## src/sv/mfc_pkg.sv

```systemverilog
package mfc_pkg;

  localparam int unsigned CountW   = 8;
  localparam int unsigned HdrLen   = 6;
  localparam int unsigned FrameLen = 152;
  localparam int unsigned OutDataW = 24;

  localparam logic [7:0] VersionByte = 8'h11;
  localparam logic [7:0] BcastNode   = 8'hFF;
  localparam logic [7:0] TypeLocate  = 8'h01;
  localparam logic [7:0] TypeLink    = 8'h02;
  localparam logic [7:0] TypeStatus  = 8'h03;

  // Header byte positions within a frame.
  localparam int unsigned HdrVersion = 0;
  localparam int unsigned HdrSource  = 1;
  localparam int unsigned HdrDest    = 2;
  localparam int unsigned HdrCsum    = 3;
  localparam int unsigned HdrType    = 4;
  localparam int unsigned HdrTag     = 5;

  typedef enum logic [2:0] {
    DropNone     = 3'd0,
    DropLength   = 3'd1,
    DropChecksum = 3'd2,
    DropVersion  = 3'd3,
    DropAddress  = 3'd4
  } drop_reason_e;

  typedef enum logic [1:0] {
    KindLocate  = 2'd0,
    KindLink    = 2'd1,
    KindStatus  = 2'd2,
    KindUnknown = 2'd3
  } frame_kind_e;

  // Packed with the first field in the highest bits.
  typedef struct packed {
    logic         pad;
    logic         was_broadcast;
    logic [7:0]   request_tag;
    logic [7:0]   source_node;
    frame_kind_e  frame_kind;
    drop_reason_e drop_reason;
    logic         accepted;
  } verdict_t;

  function automatic frame_kind_e classify(logic [7:0] t);
    frame_kind_e k;
    case (t)
      TypeLocate: k = KindLocate;
      TypeLink:   k = KindLink;
      TypeStatus: k = KindStatus;
      default:    k = KindUnknown;
    endcase
    return k;
  endfunction

endpackage

```

## src/sv/mfc_skid.sv

```systemverilog
module mfc_skid #(
  parameter int unsigned W = mfc_pkg::OutDataW
) (
  input  logic         clk_i,
  input  logic         rst_ni,
  input  logic         valid_i,
  output logic         ready_o,
  input  logic [W-1:0] data_i,
  output logic         valid_o,
  input  logic         ready_i,
  output logic [W-1:0] data_o
);

  logic         out_vld_q;
  logic         skid_vld_q;
  logic [W-1:0] out_q;
  logic [W-1:0] skid_q;
  logic         in_fire;
  logic         out_free;

  assign ready_o  = !skid_vld_q;
  assign in_fire  = valid_i && ready_o;
  assign out_free = !out_vld_q || ready_i;
  assign valid_o  = out_vld_q;
  assign data_o   = out_q;

  always_ff @(posedge clk_i or negedge rst_ni) begin
    if (!rst_ni) begin
      out_vld_q  <= 1'b0;
      skid_vld_q <= 1'b0;
    end else if (out_free) begin
      out_vld_q  <= skid_vld_q || in_fire;
      skid_vld_q <= 1'b0;
    end else if (in_fire) begin
      skid_vld_q <= 1'b1;
    end
  end

  always_ff @(posedge clk_i) begin
    if (out_free) begin
      out_q <= skid_vld_q ? skid_q : data_i;
    end else if (in_fire) begin
      skid_q <= data_i;
    end
  end

endmodule

```

## config.mk

```make
export PLATFORM = sky130hd
export DESIGN_NAME = mfc_skid
export DESIGN_NICKNAME = d
export VERILOG_FILES = /design/src/sv/mfc_pkg.sv /design/src/sv/mfc_skid.sv
export SDC_FILE = /design/constraint.sdc
export NUM_CORES = 1
export LEC_CHECK = 0
export BUFFER_PORTS_ARGS = -buffer_cell sky130_fd_sc_hd__buf_2
export CORE_ASPECT_RATIO = 0.5
export CORE_MARGIN = 2
export CORE_UTILIZATION = 45
export DETAILED_ROUTE_END_ITERATION = 7
export PLACE_DENSITY = 0.74
export SETUP_SLACK_MARGIN = 0.4
export SYNTH_ARGS = -nofsm -noshare
export SYNTH_HDL_FRONTEND = slang
export SYNTH_SLANG_ARGS = --single-unit
```

## constraint.sdc

```tcl
create_clock -name clk_i -period 4 [get_ports clk_i]
set_input_delay 0.6 -clock clk_i [delete_from_list [all_inputs] [get_ports clk_i]]
set_output_delay 0.6 -clock clk_i [all_outputs]
set_load 0.02 [all_outputs]
```

==> Word level (Yosys, flattened, before mapping) <==
Cells that the tools add are included.
{ "totals": {"register_bits": 50, "elab_cells": 15} }
{ "classes": {"reduce_logical": 7, "muxes": 3, "bitwise": 1} }
{ "op_table": {"columns": ["operator", "count"], "rows": [
  ["2-to-1 mux 24 bit", 1],
  ["zero test 1 bit", 2],
  ["logical OR 1 bit", 2],
  ["2-to-1 mux 1 bit", 2],
  ["AND reduction 2 bit", 1],
  ["nonzero test 2 bit", 1],
  ["logical AND 1 bit", 1],
  ["inverter 1 bit", 1]
]} }

==> Longest topological paths before layout <==
Gate-level depths: netlist (run 1).
{ "depth": {"depth_word": 4, "mapped_depth": 4, "ltp_nobuf": 2} }

==> Least setup slack after synthesis (run 1) <==
OpenSTA, ideal clock, no wires.
{ "synth_timing": {"kind": "input port to flip-flop", "from": "input ready_i", "to": "register skid_q[0], enable pin", "n_path_buf": 0, "path_stages": 2, "path_slack_ns": 0.409, "arrival_ns": 3.151, "cell_sequence": "nand2b_1 -> nor3b_1"} }
{ "synth_between": {"elab_chain_cells": 3} }
{ "synth_lines": {"columns": ["item", "line", "rtl"], "rows": [
  ["start, declared", "mfc_skid.sv:10", "input logic ready_i,"],
  ["logical OR 1 bit", "mfc_skid.sv:23", "assign out_free = !out_vld_q || ready_i;"],
  ["inverter 1 bit (no line)", null, null],
  ["AND reduction 2 bit (no line)", null, null],
  ["end signal, assigned", "mfc_skid.sv:43", "skid_q <= data_i;"],
  ["end, declared", "mfc_skid.sv:17", "logic [W-1:0] skid_q;"]
]} }
No other way between the ends.
A chain may end at the register's enable or synchronous reset.

==> Worst setup path in the final report (run 1) <==
{ "layout_timing": {"from": "register skid_vld_q", "to": "output ready_o"} }
{ "layout_between": {"elab_chain_cells": 1} }
{ "layout_lines": {"columns": ["item", "line", "rtl"], "rows": [
  ["start, declared", "mfc_skid.sv:15", "logic skid_vld_q;"],
  ["start signal, assigned", "mfc_skid.sv:30", "skid_vld_q <= 1'b0;"],
  ["start signal, assigned", "mfc_skid.sv:33", "skid_vld_q <= 1'b0;"],
  ["start signal, assigned", "mfc_skid.sv:35", "skid_vld_q <= 1'b1;"],
  ["zero test 1 bit", "mfc_skid.sv:21", "assign ready_o = !skid_vld_q;"],
  ["end, declared", "mfc_skid.sv:7", "output logic ready_o,"]
]} }
No other way between the ends.

==> results of run 1 <==
synthesized netlist by cell type:
cell type,instances
nor2_1,2
buf_6,1
mux2_4,17
edfxtp_1,48
inv_1,1
buf_8,1
dfrtp_1,2
buf_12,1
nor3b_1,1
mux2_2,7
nand2_1,1
nand2b_1,1
worst register-to-register path, stage by stage, from the launching register on:
cell,delay [ns]
dfrtp_1,0.76
buf_4,0.38
mux2_2,0.37
flip-flops by register name (all words and copies together) (netlist names):
register and flops:
data_o 24, skid_q 24, skid_vld_q 1, valid_o 1
logic make-up (layout without fill, tap and decap cells):
group / after synthesis / count (layout) / share of synthesized area [%]
multiplexers: 24 / 24 / 17.6
flip-flops: 50 / 50 / 78.5
buffers and inverters: 4 / 65 / 2.63
AND/OR/NAND/NOR: 5 / 5 / 1.32
power breakdown:
| group | switching (µW) | internal, µW | total [µW] | leakage, µW |
|---|---|---|---|---|
| Clock | 166 | 189 | 355 | 0.0000587 |
| Sequential | 12.3 | 617 | 629 | 0.000484 |
| Combinational | 71.5 | 59.1 | 131 | 0.000389 |
| Total | 249 | 866 | 1120 | 0.000932 |
per-layer routing:
layer	GRT usage, %	wire [µm]	vias up
met1	13.8	1190	432
met4	5.71	18	0
met5	0	0	-
met2	22.3	1410	24
li1	-	-	441
met3	3.82	115	2
final cells by class:
cell class,count,area [µm²]
multi-input combinational,29,364
sequential,50,1490
inverter,1,3.75
clock inverter,3,47.5
timing repair buffer,56,288
clock buffer,5,68.8
fill,298,1650
tap,54,67.6
stage by stage:
step	worst slack (ns)	cell area, µm²	instances	hold slack, ns	total power [µW]
2_1_floorplan	0.409	1900	83	0.304	731
6_report	2.08	2330	198	0.0737	1120
3_3_place_gp	1.88	2210	190	0.389	772
3_5_place_dp	1.82	2210	190	0.393	775
5_1_grt	2.01	2330	198	0.0583	1150
4_1_cts	2.07	2330	198	0.0658	1130
final timing paths:
check | startpoint | cells past startpoint | end
worst max-delay path | skid_vld_q | 2 | ready_o
worst min-delay path | rst_ni | 1 | skid_vld_q
worst max register to register | skid_vld_q | 2 | data_o[23]
worst min register to register | skid_q[19] | 1 | data_o[19]
max in group asynchronous | rst_ni | 1 | valid_o
min in group clk_i | data_i[1] | 1 | skid_q[1]
placed cells by master, fill, tap and decap left out:
master / netlist / layout
inv_6: 0 / 1
clkinv_4: 0 / 1
mux2_4: 17 / 17
edfxtp_1: 48 / 48
bufinv_16: 0 / 1
dfrtp_1: 2 / 2
mux2_2: 7 / 7
nor2_1: 2 / 2
clkbuf_8: 0 / 5
nand2_1: 1 / 1
nor3b_2: 0 / 1
buf_4: 0 / 3
inv_1: 1 / 1
nand2b_1: 1 / 1
buf_2: 0 / 53
==> results.sh, run 1 <==
export IMPL_synth_avg_cell_area_um2=22.9
export IMPL_cts_path_max_buffers=2
export IMPL_gp_congestion=0.708
export IMPL_grt_pass1_vias=932
export IMPL_cp_arrival_ns=1.32
export IMPL_cpPeakStageDelay_ns=0.76
export IMPL_rsz0062_at_grt="no"
export IMPL_maxSlewViolCount=0
export IMPL_clkLatencyLatePin_ns=0.30
export IMPL_cap_violations=0
export IMPL_outcome="completed"
export IMPL_path_class="reg2out"
export IMPL_yosysWarnings=0
export IMPL_yosys_area_top_type="edfxtp_1"
export IMPL_die_area_um2=4790
export IMPL_cts_num_sinks=50
export IMPL_drt_iter0_drc=32
export IMPL_htreeDepth=2
export IMPL_drtAntennaViolNets=0
export IMPL_synth_seq_area_share_pct=78.5
export IMPL_post_route_period_util_pct=48.0
export IMPL_grt_max_degree=28
export IMPL_start_kind="flop"
export IMPL_synthesis_area_um2=1900
export IMPL_yosysTopAreaCellShare_pct=75.8
export IMPL_ys_ff_latch=50
export IMPL_grt_usage_pct=12.5
export IMPL_vias=899
export IMPL_start_util_pct=47.7
export IMPL_ir_drop_uv=199
export IMPL_chipHeight_um=50.0
export IMPL_io_pins=54
export IMPL_setup_viol=0
export IMPL_cp_top_family="flip-flops"
export IMPL_firstDrtPassIters=4
export IMPL_drc=0
export IMPL_num_rows=16
export IMPL_synthTopCellsByArea="edfxtp_1, mux2_4, mux2_2"
export IMPL_drt_total_wl_um=2730
export IMPL_antenna_found_initial=0
export IMPL_crit_slowest_cell="dfrtp_1"
export IMPL_min_path_type="in2async"
export IMPL_cts_setup_buffers=0
export IMPL_grt_pass1_wl_um=4310
export IMPL_chipWidth_um=95.9
export IMPL_area_delta_synth_final_pct=22.6
export IMPL_required_ns=3.40
export IMPL_hold_viol_final=0
export IMPL_crit_path_cell_trace="inv_1, buf_2"
export IMPL_clockRootBuffer="clkbuf_8"
export IMPL_fmax_mhz=521
export IMPL_crit_path_end_kind="primary output"
export IMPL_crit_buf_inv=2
export IMPL_hpwlAfterDp_um=1950
export IMPL_numCtsBuffers=5
export IMPL_cts_tree="built"
export IMPL_antenna_cells=0
export IMPL_reg2reg_slack_ns=2.24
export IMPL_clk_pin_slew_ns=0.09
export IMPL_synthesis_nets=111
export IMPL_tns_ns=0
export IMPL_globalRouteOverflowTotal=0
export IMPL_slew_headroom_pct=57.1
export IMPL_syn_inst=83
export IMPL_cts_hold_buf=0
export IMPL_drive_gt1_share_pct=61.8
export IMPL_power_leakage_uw=0.000932
export IMPL_port_buffers=53
export IMPL_cts_resized=0
export IMPL_wl_per_cell_um=13.8
export IMPL_viasPerCell=4.54
export IMPL_worstMarginPinSlew_ns=0.643
export IMPL_core_um2=3980
export IMPL_post_route_min_period_ns=1.92
export IMPL_yosysUniqueCellTypes=12
export IMPL_power_density_nw_per_um2=478
export IMPL_utilization_pct=58.5
export IMPL_fin_nets=171
export IMPL_critPathMaxFanout=13
export IMPL_skew_ns=0.00682
No activity file was read; power rests on OpenSTA's default activity.
==> inputs of run 2 (changes only) <==
Clock period 4 ns to 1.8 ns, I/O delays scaled along.
==> run 2 against run 1 <==
Clock power rose by 110%. Combinational power is 150% higher. Non-clock buffer count increased by 8. Die area stayed put. Register-to-register slack worse by 1.8 ns. Power is 120% higher. Highest routed layer unchanged. Clock-buffer cell count unchanged. Cell count grew 3.5%. Cell area increased by 3.3%. First-iteration DRC count rose by 9.4%.
==> results.sh, run 2 (synthesis results as in run 1) <==
export IMPL_register_area_um2=1490
export IMPL_cts_tree="built"
export IMPL_power_density_nw_per_um2=1020
export IMPL_fill_cells=302
export IMPL_crit_buf_inv=3
export IMPL_port_buffers=53
export IMPL_grt_usage_pct=13.2
export IMPL_reg2reg_depth=3
export IMPL_viasPerCell=4.69
export IMPL_r2r_end="skid_q[9]"
export IMPL_worstSetupPathDepth=3
export IMPL_clkLatencyLatePin_ns=0.30
export IMPL_endpoint="ready_o"
export IMPL_critPathMaxFanout=5
export IMPL_io_pins=54
export IMPL_slew_headroom_pct=78.0
export IMPL_power_leakage_uw=0.000976
export IMPL_die_area_um2=4790
export IMPL_required_ns=1.53
export IMPL_outcome="completed"
export IMPL_start_kind="flop"
export IMPL_reg2reg_slack_ns=0.47
export IMPL_post_route_period_util_pct=73.9
export IMPL_core_um2=3980
export IMPL_worstMarginPinSlew_ns=0.330
export IMPL_maxSlewViolCount=0
export IMPL_post_route_min_period_ns=1.33
export IMPL_cp_arrival_ns=1.06
export IMPL_final_common_cell="buf_2"
export IMPL_setup_viol=0
export IMPL_chipWidth_um=95.9
export IMPL_final_area_um2=2410
export IMPL_start_util_pct=47.7
export IMPL_cts_path_max_buffers=2
export IMPL_fin_nets=179
export IMPL_grt_pass1_wl_um=4530
export IMPL_chipHeight_um=50.0
export IMPL_ir_drop_uv=466
export IMPL_clk_pin_slew_ns=0.08
export IMPL_crit_slowest_cell="dfrtp_1"
export IMPL_cts_num_sinks=50
export IMPL_grt_pass1_vias=1008
export IMPL_cp_startpoint="skid_vld_q"
export IMPL_drive_gt1_share_pct=63.6
export IMPL_drtAntennaViolNets=0
export IMPL_gp_congestion=0.676
export IMPL_crit_path_end_kind="primary output"
export IMPL_grt_max_degree=27
export IMPL_numCtsBuffers=5
export IMPL_area_delta_synth_final_pct=26.7
export IMPL_num_rows=16
export IMPL_hpwlAfterDp_um=2100
export IMPL_crit_path_cell_trace="buf_12, inv_1, buf_2"
export IMPL_skew_ns=0.00220
export IMPL_wl_per_cell_um=14.4
export IMPL_tns_ns=0
export IMPL_timing_rr_start="skid_vld_q"
export IMPL_htreeDepth=2
export IMPL_antenna_found_initial=0
export IMPL_hold_viol_final=0
export IMPL_antenna_cells=0
export IMPL_rsz0062_at_grt="no"
export IMPL_min_path_type="in2reg"
export IMPL_drt_iter0_drc=35
export IMPL_cp_top_family="flip-flops"
export IMPL_drc=0
export IMPL_globalRouteOverflowTotal=0
export IMPL_cpPeakStageDelay_ns=0.43
export IMPL_final_cell_mix="buf_2, edfxtp_1, mux2_4, buf_4, mux2_2"
export IMPL_clockRootBuffer="clkbuf_8"
export IMPL_firstDrtPassIters=4
export IMPL_place_area_um2=2240
export IMPL_multiInputGateArea_um2=378
export IMPL_cap_violations=0
export IMPL_fmax_mhz=751
export IMPL_vias=962
export IMPL_drt_total_wl_um=2960
export IMPL_path_class="reg2out"
==> run 2: cell count changes in the layout (fill, tap and decap cells not counted), sizes merged <==
| cell | delta |
|---|---|
| dlygate4sd3 | +1 |
| inv | -1 |
| buf | +7 |
==> run 2: routing by layer <==
layer | share of wire, % | GRT usage, %
met2 | 51 | 22.7
met1 | 41 | 14.7
met3 | 5.3 | 4.13
met5 | 0 | 0
met4 | 2.8 | 7.14
==> run 2: area by class of cell <==
cell class	count	area share, %
sequential	50	62.0
multi-input combinational	29	15.7
timing repair buffer	64	15.1
clock buffer	5	2.86
tap	54	2.81
clock inverter	2	1.40
inverter	1	0.156
==> run 2: stage by stage <==
step / hold WS [ns] / util, % / instances / setup slack, ns / total power [µW]
6_report: 0.158 / 60.4 / 205 / 0.469 / 2460
5_1_grt: 0.150 / 60.4 / 205 / 0.410 / 2550
4_1_cts: 0.149 / 59.5 / 201 / 0.418 / 2480
3_5_place_dp: 0.0597 / 56.3 / 192 / 0.516 / 1730
3_3_place_gp: 0.0604 / 56.3 / 192 / 0.558 / 1720
2_1_floorplan: -0.0256 / - / 83 / 0.0324 / 1630
==> run 2: timing repair <==
item                       4_1_cts  5_1_grt
resized for setup                2        1
hold buffers                     1        0
setup buffers                    1        4
setup endpoints to repair        1        1
hold endpoints to repair         2        0
==> run 2: power breakdown <==
group	internal, µW	switching (µW)	total, µW
Sequential	1370	21.3	1390
Clock	402	339	741
Combinational	153	173	327
Total	1930	534	2460
==> run 2: how the worst min path moves through the flow <==
stage                     startpoint          to  slack, ns  cells after the start
after floorplan               rst_ni  skid_vld_q      -0.03                      0
after global placement        rst_ni  skid_vld_q       0.06                      1
after detailed placement      rst_ni  skid_vld_q       0.06                      1
after CTS                 data_i[22]  skid_q[22]       0.15                      1
after global routing      data_i[22]  skid_q[22]       0.15                      1
final                     data_i[22]  skid_q[22]       0.16                      1
